File: config.mk
export PLATFORM = sky130hd
export DESIGN_NAME = int8_valid_convolution
export DESIGN_NICKNAME = d
export VERILOG_FILES = /design/src/rtl/ivc_pkg.sv /design/src/rtl/int8_valid_convolution.sv
export SDC_FILE = /design/constraint.sdc
export NUM_CORES = 1
export LEC_CHECK = 0
export BUFFER_PORTS_ARGS = -buffer_cell sky130_fd_sc_hd__buf_4
export CAP_MARGIN = 20
export CORE_ASPECT_RATIO = 0.5
export CORE_UTILIZATION = 45
export DETAILED_ROUTE_END_ITERATION = 10
export SKIP_CTS_REPAIR_TIMING = 1
export SLEW_MARGIN = 0
export SYNTH_ARGS = -nofsm -noshare
export SYNTH_HDL_FRONTEND = slang
export SYNTH_SLANG_ARGS = --single-unit
File: constraint.sdc
create_clock -name clk_i -period 4.3 [get_ports clk_i]
set_input_delay 0.645 -clock clk_i [delete_from_list [all_inputs] [get_ports clk_i]]
set_output_delay 0.645 -clock clk_i [all_outputs]
set_load 0.01 [all_outputs]
File: src/rtl/ivc_pkg.sv
// Shared constants and codes for the int8 valid-part convolution block.
`default_nettype none
package ivc_pkg;

  // Depth of the tap store and of the sample ring.
  localparam int unsigned MAX_TAPS = 64;
  localparam int unsigned ADDR_W   = $clog2(MAX_TAPS);

  // Field widths.
  localparam int unsigned KLEN_W   = 7;
  localparam int unsigned SEEN_W   = 7;
  localparam int unsigned SAMP_W   = 8;
  localparam int unsigned PROD_W   = 2 * SAMP_W;
  localparam int unsigned SUM_W    = 22;

  // Stream payload widths, padded to whole bytes.
  localparam int unsigned S_TDATA_W = 24;
  localparam int unsigned M_TDATA_W = 24;

  // Item kinds carried on the slave-side tuser bit.
  typedef enum logic {
    FUNC_TAP    = 1'b0,
    FUNC_SAMPLE = 1'b1
  } func_e;

endpackage
`default_nettype wire

File: src/rtl/int8_valid_convolution.sv
// Top level of the int8 valid-part convolution with a memory-based multiply-accumulate.
//
//  Channel  | Direction | Handshake           | Payload
//  ---------+-----------+---------------------+--------------------------------------------
//  s_axis   | in        | tvalid / tready     | tdata, tuser = kind, tlast = last sample
//  m_axis   | out       | tvalid / tready     | tdata = sum, tlast = last result
//  cfg      | in        | valid / ready       | data = kernel length
//
//  A tap load or a sample that yields no result leaves the block idle and ready for the
//  next request. A sample that yields a result holds off further requests until its sum
//  is handed to the output register: one tap and one sample are read per cycle from the
//  two memories into a single multiplier, then summed through a product register.
//  Reset clears the control state and sets the kernel length to one; no clearing pass.
//  A result waiting on m_axis does not block the next request; only the final
//  handoff of a new sum waits for the output register to free up.
`default_nettype none
module int8_valid_convolution (
  input  wire logic                            clk_i,
  input  wire logic                            rst_ni,
  // Slave side: tdata = {pad[1:0], sample_value[7:0], tap_value[7:0], tap_index[5:0]}
  input  wire logic                            s_axis_tvalid_i,
  output      logic                            s_axis_tready_o,
  input  wire logic [ivc_pkg::S_TDATA_W-1:0]   s_axis_tdata_i,
  // tuser = {func}
  input  wire logic                            s_axis_tuser_i,
  input  wire logic                            s_axis_tlast_i,
  // Master side: tdata = {pad[1:0], conv_sum[21:0]}
  output      logic                            m_axis_tvalid_o,
  input  wire logic                            m_axis_tready_i,
  output      logic [ivc_pkg::M_TDATA_W-1:0]   m_axis_tdata_o,
  output      logic                            m_axis_tlast_o,
  // Configuration: kernel_len
  input  wire logic                            cfg_valid_i,
  output      logic                            cfg_ready_o,
  input  wire logic [ivc_pkg::KLEN_W-1:0]      cfg_data_i
);
  import ivc_pkg::*;

  typedef enum logic [2:0] {
    ST_IDLE = 3'b001,
    ST_RUN  = 3'b010,
    ST_DONE = 3'b100
  } state_e;

  state_e state_q, state_d;

  logic [KLEN_W-1:0]        klen_q;
  logic [SEEN_W-1:0]        seen_q, seen_d, seen_inc;
  logic [ADDR_W-1:0]        wp_q, wp_d;
  logic [KLEN_W-1:0]        len_q, len_d, len_act;
  logic [KLEN_W-1:0]        idx_q, idx_d;
  logic                     last_q, last_d;
  logic                     v1_q, v2_q, issue;
  logic signed [SAMP_W-1:0] tap_rd_q, samp_rd_q;
  logic signed [PROD_W-1:0] prod_q;
  logic signed [SUM_W-1:0]  acc_q, acc_d;
  logic                     out_vld_q, out_vld_d;
  logic [SUM_W-1:0]         out_sum_q;
  logic                     out_last_q;
  logic                     out_load;

  logic                     in_acc, tap_we, samp_we;
  logic [ADDR_W-1:0]        tap_ra, samp_ra;
  logic [ADDR_W-1:0]        in_tap_idx;
  logic [SAMP_W-1:0]        in_tap_val, in_samp_val;

  logic [SAMP_W-1:0]        tap_mem  [MAX_TAPS];
  logic [SAMP_W-1:0]        samp_mem [MAX_TAPS];

  // Unpack the slave-side payload.
  assign in_tap_idx  = s_axis_tdata_i[ADDR_W-1:0];
  assign in_tap_val  = s_axis_tdata_i[ADDR_W +: SAMP_W];
  assign in_samp_val = s_axis_tdata_i[ADDR_W+SAMP_W +: SAMP_W];

  assign s_axis_tready_o = (state_q == ST_IDLE);
  assign cfg_ready_o     = 1'b1;
  assign in_acc  = s_axis_tvalid_i & s_axis_tready_o;
  assign tap_we  = in_acc & (s_axis_tuser_i == FUNC_TAP);
  assign samp_we = in_acc & (s_axis_tuser_i == FUNC_SAMPLE);

  // Clamp the kernel length into the range the store supports.
  always_comb begin
    if (klen_q == '0) begin
      len_act = KLEN_W'(1);
    end else if (klen_q > KLEN_W'(MAX_TAPS)) begin
      len_act = KLEN_W'(MAX_TAPS);
    end else begin
      len_act = klen_q;
    end
  end

  assign seen_inc = (seen_q == '1) ? seen_q : seen_q + SEEN_W'(1);
  assign wp_d     = samp_we ? wp_q + ADDR_W'(1) : wp_q;

  // Read addresses walk the taps upward and the samples from newest to oldest.
  assign issue   = (state_q == ST_RUN) && (idx_q != len_q);
  assign tap_ra  = idx_q[ADDR_W-1:0];
  assign samp_ra = wp_q - idx_q[ADDR_W-1:0];

  // Tap store: one write port, one registered read port.
  always_ff @(posedge clk_i) begin
    if (tap_we) begin
      tap_mem[in_tap_idx] <= in_tap_val;
    end
    tap_rd_q <= tap_mem[tap_ra];
  end

  // Sample ring: the newest sample sits at the write pointer.
  always_ff @(posedge clk_i) begin
    if (samp_we) begin
      samp_mem[wp_d] <= in_samp_val;
    end
    samp_rd_q <= samp_mem[samp_ra];
  end

  // Sequencer and accumulator control.
  always_comb begin
    state_d   = state_q;
    seen_d    = seen_q;
    len_d     = len_q;
    idx_d     = idx_q;
    last_d    = last_q;
    acc_d     = acc_q;
    out_vld_d = out_vld_q;
    out_load  = 1'b0;

    if (out_vld_q && m_axis_tready_i) begin
      out_vld_d = 1'b0;
    end
    if (v2_q) begin
      acc_d = acc_q + SUM_W'(prod_q);
    end
    if (issue) begin
      idx_d = idx_q + KLEN_W'(1);
    end

    case (state_q)
      ST_IDLE: begin
        if (samp_we) begin
          seen_d = s_axis_tlast_i ? '0 : seen_inc;
          if (KLEN_W'(seen_inc) >= len_act) begin
            state_d = ST_RUN;
            len_d   = len_act;
            idx_d   = '0;
            last_d  = s_axis_tlast_i;
            acc_d   = '0;
          end
        end
      end
      ST_RUN: begin
        if ((idx_q == len_q) && !v1_q && !v2_q) begin
          state_d = ST_DONE;
        end
      end
      ST_DONE: begin
        if (!out_vld_q || m_axis_tready_i) begin
          out_load  = 1'b1;
          out_vld_d = 1'b1;
          state_d   = ST_IDLE;
        end
      end
      default: begin
        state_d = ST_IDLE;
      end
    endcase
  end

  // Control registers.
  always_ff @(posedge clk_i or negedge rst_ni) begin
    if (!rst_ni) begin
      state_q   <= ST_IDLE;
      klen_q    <= KLEN_W'(1);
      seen_q    <= '0;
      wp_q      <= '0;
      v1_q      <= 1'b0;
      v2_q      <= 1'b0;
      out_vld_q <= 1'b0;
    end else begin
      state_q   <= state_d;
      seen_q    <= seen_d;
      wp_q      <= wp_d;
      v1_q      <= issue;
      v2_q      <= v1_q;
      out_vld_q <= out_vld_d;
      if (cfg_valid_i && cfg_ready_o) begin
        klen_q <= cfg_data_i;
      end
    end
  end

  // Datapath registers: sequencer index, length and last flag, product stage, accumulator and output holding register.
  always_ff @(posedge clk_i) begin
    len_q  <= len_d;
    idx_q  <= idx_d;
    last_q <= last_d;
    prod_q <= tap_rd_q * samp_rd_q;
    acc_q  <= acc_d;
    if (out_load) begin
      out_sum_q  <= acc_q;
      out_last_q <= last_q;
    end
  end

  assign m_axis_tvalid_o = out_vld_q;
  assign m_axis_tdata_o  = {(M_TDATA_W-SUM_W)'(0), out_sum_q};
  assign m_axis_tlast_o  = out_last_q;

endmodule
`default_nettype wire

==> summary.md <==
| Metric | Value |
|---|---|
| Area grow syn2layout | 13.5% |
| Post-Syn Instances | 2408 |
| RR Endpoint | prod_q[13]$_DFF_P_ |
| # DRC | 0 |
| Die Y | 231 um |
| FFs w/ async S/R, synth | 2.28% |
| Worst Path Required | 4870 ps |
| Status | complete, no violations |
| CTS Buf Count | 100 |
| Total Nets Final | 2829 |
| Synth top area share | 66.9% |
| Worst r2r path cells | 15 |
| Antenna violations before repair | 2 |
| Die X | 461 um |
| Mapped cell area | 0.0473 mm2 |
| Max cap viols | 0 |
| Synth area leaders | edfxtp_1 (67%), mux4_2 (16%), dfxtp_1 (2.6%), fa_1 (2.4%), ha_1 (1.7%) |
| Share of post-route cells with drive strength above 1 | 28.1% |
| Top FF cell, synth | edfxtp_1 |
| Initial Utilization | 45.8% |
| F_max | 237 MHz |
| DR iter-0 viols | 1987 |
| Post-DP HPWL | 63.3 mm |
| Critical path data arrival time | 4790 ps |
| Placed cells | 3966 |
| Final ANT Viol Nets | 0 |
| Largest net degree at the start of global routing | 132 |
| Crit path max fanout | 2 |
| CORE AREA | 0.103 mm2 |
| Worst-Margin Slew | 914 ps |
| Vias per Instance | 5.56 |
| Setup crit end | prod_q[13]$_DFF_P_ |
| GRT Resource Usage Total | 19.9% |
| Fin util | 51.9% |
| Tmin final | 4210 ps |
| Clk_skew | 31.0 ps |
| Post-synth top area cell | edfxtp_1 |
| Cell Rows | 83 |
| Mapped Avg Cell Area | 19.7 um2 |
| Flip-flop and latch count after synthesis | 1142 |
| Final Hold Fails | 0 |
| Most frequent cells in the layout | edfxtp_1 (1055), mux4_2 (328), buf_4 (237) |
| Total grt overflow | 0 |
| FF-to-FF Start | samp_rd_q[0]$_DFF_P_ |
| # IOs | 66 |
| Final non-filler cell total | 4147 |
| Gp weighted congestion | 0.805 |
| Post-synthesis sequential area ratio | 70.9% |
| CTS tree | built |
| Total number of vias | 23060 |
| RSZ-0062 raised after global routing | yes |
| Worst setup path startpoint | samp_rd_q[0]$_DFF_P_ |
| # setup viols final | 0 |
| Crit share post-route | 98.0% |
| Max transition margin | 39.0% |
| Number of distinct library cells after synthesis | 62 |
| Router iterations before antenna repair | 5 |
| Yosys warns | 0 |
| CTS Buffer Depth | 3 |
| Hold Crit Class | in2reg |
| Critical path startpoint category | register |
| Vias in the first global route | 23468 |
| CTS H-tree depth | 3 |
| Leading cell type in the layout, fill and taps excluded | edfxtp_1 |
| Setup TNS | 0 ps |
| EDFF count, synth | 1055 |
| Total wire length | 104 mm |
| IO buf count | 60 |
| First-pass GRT wire length | 155 mm |
| Clk_lat worst skew | 710 ps |
| Reg clk slew, reported paths | 70 ps |
| Max-slew violations | 0 |
| CTS Sinks | 1142 |
| CTS Root Cell | clkbuf_16 |
| Crit Path Class | reg2reg |
| Reg2reg setup slack | 90 ps |
| Area of the die | 0.107 mm2 |
| Crit end category | register |
| Wirelength per Cell | 25.0 um |
-- metrics by stage --
stage / hold WS (ps) / setup slack, ps / instance area [um2]
2_1_floorplan: 349 / 122 / 47300
3_3_place_gp: 359 / -60.6 / 50600
3_5_place_dp: 368 / -31.6 / 50600
4_1_cts: -178 / -70.5 / 53500
5_1_grt: 143 / -77.6 / 53700
6_report: 191 / 87.0 / 53700
-- synthesized netlist by cell type (9+ instances only) --
master       n
o21a_1      14
o21ai_1     13
dfrtp_1     24
mux2i_1     32
buf_2       26
mux2_2      10
buf_1       11
dfxtp_1     61
xor2_1      19
nor2b_1     17
inv_1      103
clkbuf_1    41
and3_1       9
nand3_1     26
and2_1      44
fa_1        57
nor3_1      14
ha_1        65
nor2_1     184
a21o_1      10
xnor2_1     37
edfxtp_1  1055
a21oi_1     36
mux4_2     328
buf_6       10
nand2_1     66
-- metal layers --
layer  GRT usage [%]  routed length (um)  up-vias
met5               0                  18        -
met4            4.27                1850        2
met3            3.70                6060      146
met2            31.9               50000      584
met1            28.5               45800    12216
li1                -                   -    10112
-- final cells by class --
class	instances	area, um2
antenna	1	2.50
clock buffer	130	2650
clock inverter	47	298
fill	8298	49700
inverter	107	402
multi-input combinational	1069	13100
sequential	1142	33600
tap	1402	1750
timing repair buffer	249	1960
-- kinds of logic after synthesis --
kind of cell,share of synthesized area [%]
DFF,70.9
adders and majority gates,4.13
other,0.0159
AOI/OAI and AO/OA,1.71
muxes,16.5
buffers and inverters,1.82
and+or+nand+nor,3.86
xor gates and xnor gates,1.04
-- flip-flops by register name, indices dropped and copies added (netlist names), 8 cells and up --
signal	count
samp_mem	512
tap_mem	512
acc_q	22
out_sum_q	22
prod_q	16
samp_rd_q	8
tap_rd_q	8
-- critical path, cell delays in order (launching register included) --
cell,delay (ps)
dfxtp_2,330
and2_4,160
fa_1,500
inv_1,50
fa_1,490
inv_2,40
fa_1,520
inv_1,50
fa_1,510
inv_2,50
ha_4,210
nor2b_4,120
or4_4,550
a211oi_4,290
buf_4,160
xnor2_2,50
-- how the worst min path moves through the flow --
stage,slack (ps),endpoint,depth (start not counted),startpoint
4_1_cts,-180,seen_q[2]$_DFFE_PN0P_,1,rst_ni
2_1_floorplan,350,klen_q[1]$_DFFE_PN0P_,0,rst_ni
5_1_grt,140,klen_q[6]$_DFFE_PN0P_,3,cfg_data_i[6]
3_5_place_dp,370,v2_q$_DFF_PN0_,0,v1_q$_DFF_PN0_
6_report,190,klen_q[6]$_DFFE_PN0P_,3,cfg_data_i[6]
3_3_place_gp,360,v2_q$_DFF_PN0_,0,v1_q$_DFF_PN0_
Power is left out: the tool's default activity adds up to more than one toggle a clock period on the data nets, which glitch-free logic cannot reach.
